## config.mk

```make
export PLATFORM = sky130hd
export DESIGN_NAME = led_breathe_fade_sequencer_top
export DESIGN_NICKNAME = d
export VERILOG_FILES = /design/src/rtl/lbfs_pkg.sv /design/src/rtl/led_breathe_fade_sequencer_top.sv /design/src/rtl/lbfs_cfg_regs.sv /design/src/rtl/lbfs_step.sv
export SDC_FILE = /design/constraint.sdc
export NUM_CORES = 1
export LEC_CHECK = 0
export BUFFER_PORTS_ARGS = -buffer_cell sky130_fd_sc_hd__buf_2
export CORE_ASPECT_RATIO = 0.5
export CORE_UTILIZATION = 45
export DETAILED_ROUTE_END_ITERATION = 10
export HOLD_SLACK_MARGIN = 0.05
export SYNTH_ARGS = -nofsm -noshare
export SYNTH_HDL_FRONTEND = slang
export SYNTH_SLANG_ARGS = --single-unit
```

## constraint.sdc

```tcl
create_clock -name clk_i -period 13.4 [get_ports clk_i]
set_input_delay 0 -clock clk_i [delete_from_list [all_inputs] [get_ports clk_i]]
set_output_delay 0 -clock clk_i [all_outputs]
set_load 0.01 [all_outputs]
```

## src/rtl/lbfs_pkg.sv

```systemverilog
// ----------------------------------------------------------------------------
// lbfs_pkg
// Shared types and constants of the LED breathing fade sequencer: mode
// codes, configuration register map, reset values and interface structs.
// ----------------------------------------------------------------------------
package lbfs_pkg;

  // Widths
  localparam int unsigned LevelW  = 8;
  localparam int unsigned TickW   = 8;
  localparam int unsigned CfgIdxW = 3;
  localparam int unsigned CfgDatW = 8;

  // Sequencer mode, also the phase output code
  typedef enum logic [2:0] {
    ModeOff      = 3'd0,
    ModeRise     = 3'd1,
    ModeHoldHigh = 3'd2,
    ModeFall     = 3'd3,
    ModeHoldLow  = 3'd4
  } mode_e;

  // Configuration register indexes
  localparam logic [CfgIdxW-1:0] RegLevelMax  = 3'd0;
  localparam logic [CfgIdxW-1:0] RegLevelMin  = 3'd1;
  localparam logic [CfgIdxW-1:0] RegStepUp    = 3'd2;
  localparam logic [CfgIdxW-1:0] RegStepDown  = 3'd3;
  localparam logic [CfgIdxW-1:0] RegHoldHigh  = 3'd4;
  localparam logic [CfgIdxW-1:0] RegHoldLow   = 3'd5;
  localparam logic [CfgIdxW-1:0] RegEnable    = 3'd6;

  // Reset values of the registers
  localparam logic [LevelW-1:0] LevelMaxRst = 8'hff;
  localparam logic [LevelW-1:0] LevelMinRst = 8'h00;
  localparam logic [LevelW-1:0] StepUpRst   = 8'h01;
  localparam logic [LevelW-1:0] StepDownRst = 8'h01;
  localparam logic [TickW-1:0]  HoldHighRst = 8'hff;
  localparam logic [TickW-1:0]  HoldLowRst  = 8'h8f;

  // Saturation bounds
  localparam logic [LevelW-1:0] LevelFull  = 8'hff;
  localparam logic [LevelW-1:0] LevelEmpty = 8'h00;

  // Configuration bundle
  typedef struct packed {
    logic [LevelW-1:0] level_max;
    logic [LevelW-1:0] level_min;
    logic [LevelW-1:0] step_up;
    logic [LevelW-1:0] step_down;
    logic [TickW-1:0]  hold_high_ticks;
    logic [TickW-1:0]  hold_low_ticks;
    logic              enable;
  } cfg_t;

  // Sequencer state
  typedef struct packed {
    mode_e             mode;
    logic [LevelW-1:0] brightness;
    logic [TickW-1:0]  tick_count;
  } seq_state_t;

  // Result of one tick
  typedef struct packed {
    logic [LevelW-1:0] level;
    logic              level_written;
    mode_e             phase;
  } tick_res_t;

endpackage

```

## src/rtl/led_breathe_fade_sequencer_top.sv

```systemverilog
// ----------------------------------------------------------------------------
// led_breathe_fade_sequencer_top
// LED breathing fade sequencer: one tick in, one brightness result out.
// ----------------------------------------------------------------------------
// Each accepted tick produces exactly one result. A tick enters an input
// register, the tick logic runs combinationally against the sequencer state,
// and the result lands in an output register, from which it is taken when
// the output is not stalled. One tick is taken every cycle while the output
// is not stalled, the rate being set by the state update loop. The input
// stalls only while both registers are full and the output is stalled.
// Configuration writes are always accepted and must be made while no tick
// is in flight.
module led_breathe_fade_sequencer_top (
  input  logic                          clk_i,
  input  logic                          rst_ni,
  // tick input
  input  logic                          in_valid_i,
  output logic                          in_stall_o,
  input  logic                          night_i,
  // result output
  output logic                          out_valid_o,
  input  logic                          out_stall_i,
  output logic [lbfs_pkg::LevelW-1:0]   level_o,
  output logic                          level_written_o,
  output logic [2:0]                    phase_o,
  // configuration writes
  input  logic                          cfg_valid_i,
  output logic                          cfg_ready_o,
  input  logic [lbfs_pkg::CfgIdxW-1:0]  cfg_index_i,
  input  logic [lbfs_pkg::CfgDatW-1:0]  cfg_data_i
);

  lbfs_pkg::cfg_t       cfg;
  lbfs_pkg::seq_state_t state_q, state_d;
  lbfs_pkg::tick_res_t  res_d, res_q;
  logic                 in_vld_q, night_q;
  logic                 out_vld_q;
  logic                 in_acc, s1_adv;

  lbfs_cfg_regs u_cfg (
    .clk_i       (clk_i),
    .rst_ni      (rst_ni),
    .cfg_valid_i (cfg_valid_i),
    .cfg_ready_o (cfg_ready_o),
    .cfg_index_i (cfg_index_i),
    .cfg_data_i  (cfg_data_i),
    .cfg_o       (cfg)
  );

  lbfs_step u_step (
    .cfg_i   (cfg),
    .state_i (state_q),
    .night_i (night_q),
    .state_o (state_d),
    .res_o   (res_d)
  );

  // Handshake: input stage moves on when the output register is empty or its result is being taken
  assign s1_adv     = in_vld_q & (~out_vld_q | ~out_stall_i);
  assign in_stall_o = in_vld_q & out_vld_q & out_stall_i;
  assign in_acc     = in_valid_i & ~in_stall_o;

  // Control and state
  always_ff @(posedge clk_i or negedge rst_ni) begin
    if (!rst_ni) begin
      in_vld_q           <= 1'b0;
      out_vld_q          <= 1'b0;
      state_q.mode       <= lbfs_pkg::ModeOff;
      state_q.brightness <= '0;
      state_q.tick_count <= '0;
    end else begin
      if (in_acc)      in_vld_q <= 1'b1;
      else if (s1_adv) in_vld_q <= 1'b0;
      if (s1_adv) begin
        out_vld_q <= 1'b1;
        state_q   <= state_d;
      end else if (!out_stall_i) begin
        out_vld_q <= 1'b0;
      end
    end
  end

  // Payload registers
  always_ff @(posedge clk_i) begin
    if (in_acc) night_q <= night_i;
    if (s1_adv) res_q   <= res_d;
  end

  assign out_valid_o     = out_vld_q;
  assign level_o         = res_q.level;
  assign level_written_o = res_q.level_written;
  assign phase_o         = res_q.phase;

endmodule

```

## src/rtl/lbfs_cfg_regs.sv

```systemverilog
// ----------------------------------------------------------------------------
// lbfs_cfg_regs
// Configuration register file. One write per transaction, indexes beyond
// the map are dropped. Always ready.
// ----------------------------------------------------------------------------
module lbfs_cfg_regs (
  input  logic                              clk_i,
  input  logic                              rst_ni,
  input  logic                              cfg_valid_i,
  output logic                              cfg_ready_o,
  input  logic [lbfs_pkg::CfgIdxW-1:0]      cfg_index_i,
  input  logic [lbfs_pkg::CfgDatW-1:0]      cfg_data_i,
  output lbfs_pkg::cfg_t                    cfg_o
);

  lbfs_pkg::cfg_t cfg_q;
  logic           wr_en;

  assign cfg_ready_o = 1'b1;
  assign wr_en       = cfg_valid_i & cfg_ready_o;
  assign cfg_o       = cfg_q;

  // Register writes
  always_ff @(posedge clk_i or negedge rst_ni) begin
    if (!rst_ni) begin
      cfg_q.level_max       <= lbfs_pkg::LevelMaxRst;
      cfg_q.level_min       <= lbfs_pkg::LevelMinRst;
      cfg_q.step_up         <= lbfs_pkg::StepUpRst;
      cfg_q.step_down       <= lbfs_pkg::StepDownRst;
      cfg_q.hold_high_ticks <= lbfs_pkg::HoldHighRst;
      cfg_q.hold_low_ticks  <= lbfs_pkg::HoldLowRst;
      cfg_q.enable          <= 1'b0;
    end else if (wr_en) begin
      case (cfg_index_i)
        lbfs_pkg::RegLevelMax: cfg_q.level_max       <= cfg_data_i;
        lbfs_pkg::RegLevelMin: cfg_q.level_min       <= cfg_data_i;
        lbfs_pkg::RegStepUp:   cfg_q.step_up         <= cfg_data_i;
        lbfs_pkg::RegStepDown: cfg_q.step_down       <= cfg_data_i;
        lbfs_pkg::RegHoldHigh: cfg_q.hold_high_ticks <= cfg_data_i;
        lbfs_pkg::RegHoldLow:  cfg_q.hold_low_ticks  <= cfg_data_i;
        lbfs_pkg::RegEnable:   cfg_q.enable          <= cfg_data_i[0];
        default: ;
      endcase
    end
  end

endmodule

```

## src/rtl/lbfs_step.sv

```systemverilog
// ----------------------------------------------------------------------------
// lbfs_step
// Next-state logic of one tick: count, clamp, then the five mode checks in
// order so transitions can cascade within the tick.
// ----------------------------------------------------------------------------
module lbfs_step (
  input  lbfs_pkg::cfg_t       cfg_i,
  input  lbfs_pkg::seq_state_t state_i,
  input  logic                 night_i,
  output lbfs_pkg::seq_state_t state_o,
  output lbfs_pkg::tick_res_t  res_o
);

  always_comb begin
    logic [lbfs_pkg::LevelW:0]   sum;
    logic [lbfs_pkg::LevelW-1:0] b;
    logic [lbfs_pkg::TickW-1:0]  cnt;
    lbfs_pkg::mode_e             m;
    logic                        wrote;

    sum   = '0;
    cnt   = state_i.tick_count + 8'd1;
    m     = state_i.mode;
    wrote = 1'b0;

    // Clamp: upper limit first, lower limit wins if the two cross
    b = state_i.brightness;
    if (b > cfg_i.level_max) b = cfg_i.level_max;
    if (b < cfg_i.level_min) b = cfg_i.level_min;

    // Off: start a cycle at night when enabled
    if (m == lbfs_pkg::ModeOff) begin
      if (night_i && cfg_i.enable) begin
        cnt = '0;
        m   = lbfs_pkg::ModeRise;
      end
    end

    // Rise: saturating add
    if (m == lbfs_pkg::ModeRise) begin
      sum   = {1'b0, b} + {1'b0, cfg_i.step_up};
      b     = sum[lbfs_pkg::LevelW] ? lbfs_pkg::LevelFull : sum[lbfs_pkg::LevelW-1:0];
      wrote = 1'b1;
      if (b >= cfg_i.level_max) begin
        m   = lbfs_pkg::ModeHoldHigh;
        cnt = '0;
      end
    end

    // Hold high
    if (m == lbfs_pkg::ModeHoldHigh) begin
      if (cnt >= cfg_i.hold_high_ticks) m = lbfs_pkg::ModeFall;
    end

    // Fall: saturating subtract
    if (m == lbfs_pkg::ModeFall) begin
      b     = (cfg_i.step_down <= b) ? (b - cfg_i.step_down) : lbfs_pkg::LevelEmpty;
      wrote = 1'b1;
      if (b <= cfg_i.level_min) begin
        m   = lbfs_pkg::ModeHoldLow;
        cnt = '0;
      end
    end

    // Hold low
    if (m == lbfs_pkg::ModeHoldLow) begin
      if (cnt >= cfg_i.hold_low_ticks) m = lbfs_pkg::ModeOff;
    end

    state_o.mode          = m;
    state_o.brightness    = b;
    state_o.tick_count    = cnt;
    res_o.level           = b;
    res_o.level_written   = wrote;
    res_o.phase           = m;
  end

endmodule

```

# ---- Word level (Yosys, flattened, before mapping)
# Index checks and enable logic that the tools add are counted.
dict set report op_classes {
  addsub 3
  n_mul 0
  div 0
  order_cmp 7
  n_eq_ne 11
  shift 0
  mux 27
  bitwise_logic 8
  reduce_logical 11
}
# op n
set ops {}
lappend ops {{$mux 8} 12}
lappend ops {{$mux 3} 10}
lappend ops {{$ge 8x8->1} 3}
lappend ops {{$le 8x8->1} 2}
lappend ops {{$reduce_and 2->1} 7}
lappend ops {{$eq 3x2->1 const B} 4}
lappend ops {{$eq 3x3->1 const B} 4}
lappend ops {{$add 8x8->9} 1}
lappend ops {{$add 8x1->8 const B} 1}
lappend ops {{$gt 8x8->1} 1}
lappend ops {{$lt 8x8->1} 1}
lappend ops {{$sub 8x8->8} 1}
lappend ops {{$eq 3x1->1 const B} 2}
lappend ops {{$logic_not 3->1} 2}
lappend ops {{$mux 1} 5}
lappend ops {{$and 1x1->1} 4}
lappend ops {{$not 1->1} 3}
lappend ops {{$ne 2x1->1 const B} 1}
lappend ops {{$reduce_bool 2->1} 1}
lappend ops {{$logic_and 1x1->1} 1}
lappend ops {{$or 1x1->1} 1}
dict set report word_totals {
  register_bits 83
  latch_bits 0
  ram_bits 0
  rom_bits 0
  input_bits 17
  output_inout_bits 15
  wordCells 83
  mem_count 0
}

# ---- Depth between registers and ports, before layout
# Gate-level depths: netlist (run 1).
dict set report logic_depth {
  word_depth 17
  ltp_mapped 52
  mapped_depth_nobuf 50
}

# ---- By module
# From an unflattened synthesis (run 1), not the netlist that was laid out.
dict set report hier_totals {
  hier_cells 556
  area_unflattened_um2 5935.7
}
# mod instances cells_per_inst area_each_um2
set by_module_without_submodules {}
lappend by_module_without_submodules {lbfs_step 1 384 2817.7}
lappend by_module_without_submodules {lbfs_cfg_regs 1 111 1924.3}
lappend by_module_without_submodules {led_breathe_fade_sequencer_top 1 61 1193.6}

# ---- Worst setup path before layout (run 1)
# OpenSTA, ideal clock, no wires.
dict set report synth_path {
  path_kind {register to register}
  start {register u_cfg.cfg_q (netlist bit u_cfg.cfg_o[42])}
  end {register state_q[18] (netlist bit)}
  setup_time_ps 66
  arrival_time_ps 9708
  path_slack_ps 3626
  path_stages_with_launch 47
  n_path_buf 3
  synth_period_minus_slack_ps 9774
  cell_sequence {dfstp_2 > inv_1 > ha_1 > nor2b_1 > o211ai_1 > a21oi_1 > o22ai_2 > mux2_2 > ha_1 > a211oi_1 > nor2_1 > nor2_1 > o211ai_1 > o31a_4 > mux2_4 > ha_1 > nor2b_1 > o31a_1 > (+11 left out) > nor2_1 > ha_1 > a211oi_1 > a21oi_1 > a211oi_1 > a211oi_4 > nor2b_1 > buf_4 > or2_1 > ha_1 > nand2b_1 > a21oi_1 > nor2b_1 > o21ai_0 > a21oi_1 > o41a_1 > nor4_1 > a22o_1}
}
dict set report synth_via {
  elab_chain_cells 17
  elab_cells_between_ends 29
}
# item line_no
set synth_lines {}
lappend synth_lines {{from (decl)} lbfs_cfg_regs.sv:16} ;# lbfs_pkg::cfg_t cfg_q;
lappend synth_lines {{$gt 8x8->1} lbfs_step.sv:28} ;# if (b > cfg_i.level_max) b = cfg_i.level_max;
lappend synth_lines {{$mux 8} lbfs_step.sv:28}
lappend synth_lines {{$lt 8x8->1} lbfs_step.sv:29} ;# if (b < cfg_i.level_min) b = cfg_i.level_min;
lappend synth_lines {{$mux 8} lbfs_step.sv:29}
lappend synth_lines {{$add 8x8->9} lbfs_step.sv:41} ;# sum = {1'b0, b} + {1'b0, cfg_i.step_up};
lappend synth_lines {{$mux 8} lbfs_step.sv:42} ;# b = sum[lbfs_pkg::LevelW] ? lbfs_pkg::LevelFull : sum[lbfs_pkg::LevelW-1:0];
lappend synth_lines {{$ge 8x8->1} lbfs_step.sv:44} ;# if (b >= cfg_i.level_max) begin
lappend synth_lines {{$mux 8} lbfs_step.sv:44}
lappend synth_lines {{$mux 8} lbfs_step.sv:40} ;# if (m == lbfs_pkg::ModeRise) begin
lappend synth_lines {{$ge 8x8->1} lbfs_step.sv:52} ;# if (cnt >= cfg_i.hold_high_ticks) m = lbfs_pkg::ModeFall;
lappend synth_lines {{$mux 3} lbfs_step.sv:52}
lappend synth_lines {{$mux 3} lbfs_step.sv:51} ;# if (m == lbfs_pkg::ModeHoldHigh) begin
lappend synth_lines {{$eq 3x2->1} lbfs_step.sv:56} ;# if (m == lbfs_pkg::ModeFall) begin
lappend synth_lines {{$mux 8} lbfs_step.sv:56}
lappend synth_lines {{$ge 8x8->1} lbfs_step.sv:67} ;# if (cnt >= cfg_i.hold_low_ticks) m = lbfs_pkg::ModeOff;
lappend synth_lines {{$mux 3} lbfs_step.sv:67}
lappend synth_lines {{$mux 3 *} lbfs_step.sv:66} ;# if (m == lbfs_pkg::ModeHoldLow) begin
lappend synth_lines {{to (signal assigned)} led_breathe_fade_sequencer_top.sv:76} ;# state_q <= state_d;
lappend synth_lines {{to (decl)} led_breathe_fade_sequencer_top.sv:34} ;# lbfs_pkg::seq_state_t state_q, state_d;
# Mark *: on every way between the ends. The rest lies on a longest branch, timed or not.
# A chain may end at the register's enable or synchronous reset.

# ---- Worst setup path after layout (run 1)
# Same ends and word-level chain as after synthesis.

==> flow_summary.rst, run 1 <==
.. list-table::
   :header-rows: 1

   * - Metric
     - Value
   * - TritonCTS clock tree
     - yes
   * - Root cell of the clock tree
     - sky130_fd_sc_hd__clkbuf_16
   * - Overall fraction of global-route tracks in use
     - 23.9%
   * - Number of rows created at floorplan
     - 29
   * - Via count of the first global-routing pass
     - 4244
   * - Count of instances resized after the clock tree is built
     - 0
   * - Number of nets in the layout
     - 736
   * - Number of antenna violations at the first check in global routing
     - 0
   * - Setup repair after global routing missed its margin
     - no
   * - CP max-delay cell
     - sky130_fd_sc_hd__a21oi_1
   * - Sort of element at the end of the critical path
     - register
   * - Via-to-Cell Ratio
     - roughly 5.5
   * - Critical setup path kind
     - reg2reg
   * - Count of placed standard cells in the final layout, fillers left out
     - 828
   * - Upper clock frequency limit
     - 89.8 MHz
   * - Share of final-layout standard cells stronger than drive strength 1
     - 23.4%
   * - Worst setup SP type
     - register
   * - Endpoint of the lowest-slack register-to-register path
     - state_q[18]
   * - Mapped Nets
     - around 700
   * - Yosys synthesis warning count
     - 0
   * - Commonest non-fill, non-tap cells in the layout
     - sky130_fd_sc_hd__ha_1, sky130_fd_sc_hd__nor2_1, sky130_fd_sc_hd__inv_1, sky130_fd_sc_hd__dfrtp_1, sky130_fd_sc_hd__nand2_1
   * - I/O Pins
     - 32
   * - DIE WIDTH
     - 164 um
   * - Final setup skew
     - 0.0121 ns
   * - Leading cell type in the layout, fill and taps excluded
     - sky130_fd_sc_hd__ha_1
   * - Final ANT Viol Nets
     - 0
   * - Initial standard-cell utilization of the core
     - 46.2%
   * - 1st-pass router iterations
     - 4
   * - Share of the clock period used by the worst path
     - between 80% and 90%
   * - Detailed-placement wirelength estimate
     - 11.3 mm
   * - Least-Margin Pin Slew
     - 1.14 ns
   * - EDFF count, synth
     - 13
   * - PortBufs
     - 30
   * - Delay contributed by the slowest stage of the critical path
     - 0.75 ns
   * - Clock slew seen by the registers of the worst setup and hold paths
     - 0.07 ns
   * - Full die area
     - 13500 um^2
   * - Number of buffers inserted during clock tree synthesis
     - 9
   * - Pin count of the biggest net entering global routing
     - 71
   * - Cell with the most instances on the worst path
     - sky130_fd_sc_hd__ha_1
   * - Relative slew slack
     - 23.4%
   * - Number of setup violations in the final report
     - 0
   * - Syn Std Cell Area
     - 5870 um^2
   * - Async S/R FF share, synth
     - 84.3%
   * - Worst path depth
     - 45
   * - Global-route wire length before repair
     - around 24 mm
   * - Setup crit end
     - state_q[18]
   * - Synthesized netlist cell count
     - 609
   * - RR Startpoint
     - u_cfg.cfg_o[42]
   * - Clock sink count
     - 83
   * - Yosys cell types
     - slightly below 70
   * - Dominant register cell in the synthesized netlist
     - sky130_fd_sc_hd__dfrtp_1
   * - Routed wirelength normalized by instance count
     - 18.1 um
   * - Initial DRC Count
     - 304
   * - Min-Delay Path Class
     - in2reg
   * - Critical path origin
     - u_cfg.cfg_o[42]
   * - Family with the most delay on the worst path
     - compound AO/OA/AOI/OAI gates
   * - Tmin final
     - 11.13 ns
   * - Hold bufs inserted after CTS
     - 13
   * - Number of cells on the worst reg-to-reg path
     - 45
   * - Sequential-to-total area share from yosys stat
     - 37.0%
   * - Total Wirelength
     - 15.0 mm
   * - Number of DRC violations after detailed routing
     - 0
   * - Number of antenna diodes
     - 0
   * - Result of the run
     - completed
   * - Maximum buffer depth of the clock tree
     - 2
   * - Worst path bufs/invs
     - 2
   * - Number of maximum-capacitance violations
     - 0
   * - GRT Residual Overflow
     - 0
   * - Worst-path fanout max
     - 17
   * - Register bit count reported by yosys
     - 83
   * - Insertion delay to the later sink of the worst-skew pair
     - 0.35 ns
   * - Core box area
     - around 13000 um^2
   * - Via total after detailed routing
     - 4544
   * - Setup slack of the most critical reg-to-reg path
     - roughly 2.3 ns
   * - Final sum of negative setup slack
     - 0 ns
   * - Post-CTS setup buffer count
     - 0
   * - Worst endpoint required time
     - 13.69 ns
   * - Area added between synthesis and finish
     - 13.3%
   * - Height of the die
     - 82.8 um
   * - Depth of the CTS H-tree
     - 3
   * - Placed instance count
     - 799
   * - Endpoints failing hold
     - 0
   * - Final number of max-transition violations
     - 0
   * - Post-synthesis average cell area
     - 9.64 um^2
   * - Data arrival time of the critical path
     - 11.42 ns
   * - Gp weighted congestion
     - 0.897
through the flow:
| step | hold WS (ns) | setup slack [ns] | utilization [%] | instance area [um^2] |
|---|---|---|---|---|
| 3_3_place_gp | 0.178 | 2.68 | 48.8 | 6200 |
| 6_report | 0.0677 | 2.27 | 52.4 | 6650 |
| 2_1_floorplan | -0.296 | 3.63 | - | 5870 |
| 3_5_place_dp | 0.181 | 2.36 | 48.8 | 6200 |
| 5_1_grt | 0.0817 | 1.21 | 52.4 | 6650 |
| 4_1_cts | 0.0566 | 2.27 | 52.4 | 6650 |
layout make-up:
| cell class | instances | area [um^2] |
|---|---|---|
| Timing Repair Buffer | 47 | 310 |
| Inverter | 50 | 188 |
| Multi-Input combinational cell | 462 | 3450 |
| Clock inverter | 7 | 96.3 |
| Sequential cell | 83 | 2170 |
| Clock buffer | 9 | 225 |
| Fill cell | 1157 | 6050 |
| Tap cell | 170 | 213 |
worst reg2reg max path: cells and delay by family, from the launching register on:
kind | cells | cell delay, ns
AOI/OAI and AO/OA | 20 | 4.74
adders and majority gates | 7 | 1.89
buffers and inverters | 2 | 0.14
DFF | 1 | 0.53
muxes | 1 | 0.40
and+or+nand+nor | 15 | 3.37
Yosys cell counts, drive strengths merged, types with 5 or more instances:
cell / instances / area, um^2
nand3: 10 / 50.1
a21oi: 20 / 104
nor2b: 11 / 68.8
mux2: 48 / 563
a21o: 5 / 37.5
and2: 5 / 31.3
edfxtp: 13 / 390
nand2b: 9 / 56.3
nor3: 19 / 95.1
dfrtp: 47 / 1180
clkbuf: 10 / 37.5
ha: 64 / 801
o21a: 7 / 52.6
dfstp: 23 / 604
o21ai: 53 / 299
or2: 10 / 62.6
o211ai: 5 / 47.5
a211oi: 13 / 120
inv: 50 / 188
nor2: 63 / 244
nand2: 46 / 173
o31a: 5 / 52.6
a31oi: 11 / 68.8
nand4: 6 / 58.8
per-layer routing:
metal | track usage, % | part of all wire, % | up-vias
li1 | - | - | 2268
met5 | 0 | 0 | -
met4 | 6.76 | 1.4 | 0
met2 | 38.2 | 44 | 77
met3 | 5.09 | 4.5 | 18
met1 | 32.8 | 50 | 2181
how the worst min path moves through the flow:
stage	startpoint	end	slack (ns)	cells after the start
2_1_floorplan	rst_ni	in_vld_q	-0.30	0
3_3_place_gp	night_i	night_q	0.18	1
3_5_place_dp	night_i	night_q	0.18	1
4_1_cts	cfg_valid_i	u_cfg.cfg_o[0]	0.06	3
5_1_grt	cfg_data_i[0]	u_cfg.cfg_o[1]	0.08	2
6_report	cfg_valid_i	u_cfg.cfg_o[0]	0.07	3
flip-flops by register name, summed over array words and instances (netlist names):
name             flops
u_cfg.cfg_o         49
state_q             19
level_o              8
phase_o              3
in_vld_q             1
level_written_o      1
night_q              1
out_valid_o          1
cells by family after synthesis:
| group | Yosys count | synth area share, % |
|---|---|---|
| muxes | 50 | 9.93 |
| DFF | 83 | 37.0 |
| and+or+nand+nor | 194 | 16.3 |
| adders and majority gates | 66 | 14.3 |
| xor gates and xnor gates | 8 | 1.19 |
| buffers and inverters | 64 | 4.26 |
| other | 1 | 0.0639 |
| AOI/OAI and AO/OA | 143 | 17.0 |
Power of run 1 is left out: the tool's default activity adds up to more than one toggle a clock period on the data nets, which glitch-free logic cannot reach.
==> inputs of run 2 (changes only) <==
==> constraint.sdc (replaced) <==
create_clock -name clk_i -period 10.6 [get_ports clk_i]
set_input_delay 0 -clock clk_i [delete_from_list [all_inputs] [get_ports clk_i]]
set_output_delay 0 -clock clk_i [all_outputs]
set_load 0.01 [all_outputs]
==> flow_summary.rst, run 2 (synthesized netlist as in run 1, its figures left out) <==
.. list-table::
   :header-rows: 1

   * - Metric
     - Value
   * - Flip-flop count of the largest register, all copies and words added
     - 49
   * - Upper clock frequency limit
     - just under 100 MHz
   * - Overall fraction of global-route tracks in use
     - 23.3%
   * - Source of the worst hold timing path
     - cfg_valid_i
   * - Clock slew seen by the registers of the worst setup and hold paths
     - 0.07 ns
   * - Share of final-layout standard cells stronger than drive strength 1
     - 25.8%
   * - 1st-pass router iterations
     - 7
   * - Tmin final
     - between 10 and 15 ns
   * - Share of the clock period used by the worst path
     - 95.3%
   * - Initial DRC Count
     - 346
   * - Instance count along the most critical hold path
     - 3
   * - PortBufs
     - 30
   * - Worst setup SP type
     - register
   * - Critical setup path kind
     - reg2reg
   * - Insertion delay to the later sink of the worst-skew pair
     - roughly 0.34 ns
   * - Endpoint of the lowest-slack register-to-register path
     - phase_o[2]
   * - Number of maximum-capacitance violations
     - 0
   * - Number of antenna diodes
     - 0
   * - Leading cell type in the layout, fill and taps excluded
     - sky130_fd_sc_hd__ha_1
   * - RR Startpoint
     - u_cfg.cfg_o[42]
   * - Destination of the worst hold path
     - u_cfg.cfg_o[0]
   * - Global-route wire length before repair
     - ~23 mm
   * - DIE WIDTH
     - 164 um
   * - I/O Pins
     - 32
   * - Core box area
     - 12700 um^2
   * - Height of the die
     - 82.8 um
   * - Clock sink count
     - 83
   * - TritonCTS clock tree
     - yes
   * - Final ANT Viol Nets
     - 0
   * - Number of DRC violations after detailed routing
     - 0
   * - Commonest non-fill, non-tap cells in the layout
     - sky130_fd_sc_hd__ha_1, sky130_fd_sc_hd__nor2_1, sky130_fd_sc_hd__inv_1, sky130_fd_sc_hd__dfrtp_1, sky130_fd_sc_hd__nand2_1
   * - Data arrival time of the critical path
     - 10.32 ns
   * - Number of nets in the layout
     - 745
   * - Number of rows created at floorplan
     - 29
   * - CP max-delay cell
     - sky130_fd_sc_hd__dfstp_2
   * - Total Wirelength
     - ~15 mm
   * - Via-to-Cell Ratio
     - 5.52
   * - Full die area
     - 13500 um^2
   * - Number of antenna violations at the first check in global routing
     - 0
   * - Endpoints failing hold
     - 0
   * - Final number of max-transition violations
     - 0
   * - Final setup skew
     - 0.00849 ns
   * - Maximum buffer depth of the clock tree
     - 2
   * - Min-Delay Path Class
     - in2reg
   * - Pin count of the biggest net entering global routing
     - just over 70
   * - Hold Worst Slack
     - 0.0657 ns
   * - Gp weighted congestion
     - around 0.94
   * - GRT Residual Overflow
     - 0
   * - Cell with the most instances on the worst path
     - sky130_fd_sc_hd__nor2b_1
   * - Number of cells on the worst reg-to-reg path
     - 46
   * - Root cell of the clock tree
     - sky130_fd_sc_hd__clkbuf_16
   * - Area added between synthesis and finish
     - 15.6%
   * - Number of buffers inserted during clock tree synthesis
     - 9
   * - Initial standard-cell utilization of the core
     - 46.2%
   * - Detailed-placement wirelength estimate
     - 11.3 mm
   * - Result of the run
     - completed
   * - Least-Margin Pin Slew
     - 1.19 ns
   * - Delay contributed by the slowest stage of the critical path
     - 0.53 ns
   * - Worst endpoint required time
     - between 10 and 15 ns
   * - Relative slew slack
     - 19.9%
   * - Worst-path fanout max
     - 11
   * - Via count of the first global-routing pass
     - 4308
   * - Depth of the CTS H-tree
     - 3
   * - Number of setup violations in the final report
     - 0
   * - Setup slack of the most critical reg-to-reg path
     - 0.50 ns
   * - Via total after detailed routing
     - between 4000 and 5000
   * - Routed wirelength normalized by instance count
     - 18.1 um
   * - Sort of element at the end of the critical path
     - register
run 2: worst max-delay path by stage:
stage	from	slack, ns	to
final	u_cfg.cfg_o[42]	0.50	phase_o[2]
after global routing	u_cfg.cfg_o[42]	-0.08	state_q[18]
after CTS	u_cfg.cfg_o[42]	0.07	state_q[18]
after detailed placement	u_cfg.cfg_o[42]	0.12	state_q[18]
after global placement	u_cfg.cfg_o[42]	0.33	state_q[18]
after floorplan	u_cfg.cfg_o[42]	0.83	state_q[18]
run 2: per-layer routing:
| metal | part of all wire (%) | track usage [%] |
|---|---|---|
| met1 | 48 | 32.0 |
| met2 | 46 | 39.2 |
| met3 | 4.9 | 3.75 |
| met4 | 0.55 | 4.35 |
| met5 | 0 | 0 |
run 2: through the flow:
step | instances | util (%) | setup WS [ns] | cell area [um^2] | TNS (ns)
floorplan | 609 | - | 0.826 | 5870 | 0
CTS | 833 | 52.6 | 0.0710 | 6680 | 0
global placement | 803 | 49.1 | 0.328 | 6230 | 0
global route | 837 | 53.4 | -0.0770 | 6790 | -0.148
detailed placement | 803 | 49.1 | 0.119 | 6230 | 0
finish | 837 | 53.4 | 0.496 | 6790 | 0
run 2: what timing repair did:
| item | CTS | global route |
|---|---|---|
| buffers inserted | 0 | 3 |
| hold buffers | 14 | 0 |
| endpoints found under the setup margin | 0 | 2 |
| hold endpoints to repair | 79 | 0 |
| gates resized for setup | 0 | 14 |
run 2: critical path: cells and delay by family (launching register included):
| kind | cells | cell delay, ns |
|---|---|---|
| and+or+nand+nor | 12 | 1.93 |
| muxes | 2 | 0.71 |
| AOI/OAI and AO/OA | 23 | 4.59 |
| buffers and inverters | 2 | 0.23 |
| adders and majority gates | 7 | 1.97 |
| DFF | 1 | 0.53 |
run 2: final cells by class:
class	count	area, um^2
Inverter	50	188
Multi-Input combinational cell	463	3540
Tap cell	170	213
Sequential cell	83	2170
Fill cell	1184	5910
Timing Repair Buffer	55	373
Clock inverter	6	55.1
Clock buffer	10	250
Power of run 2 is left out for the same reason.
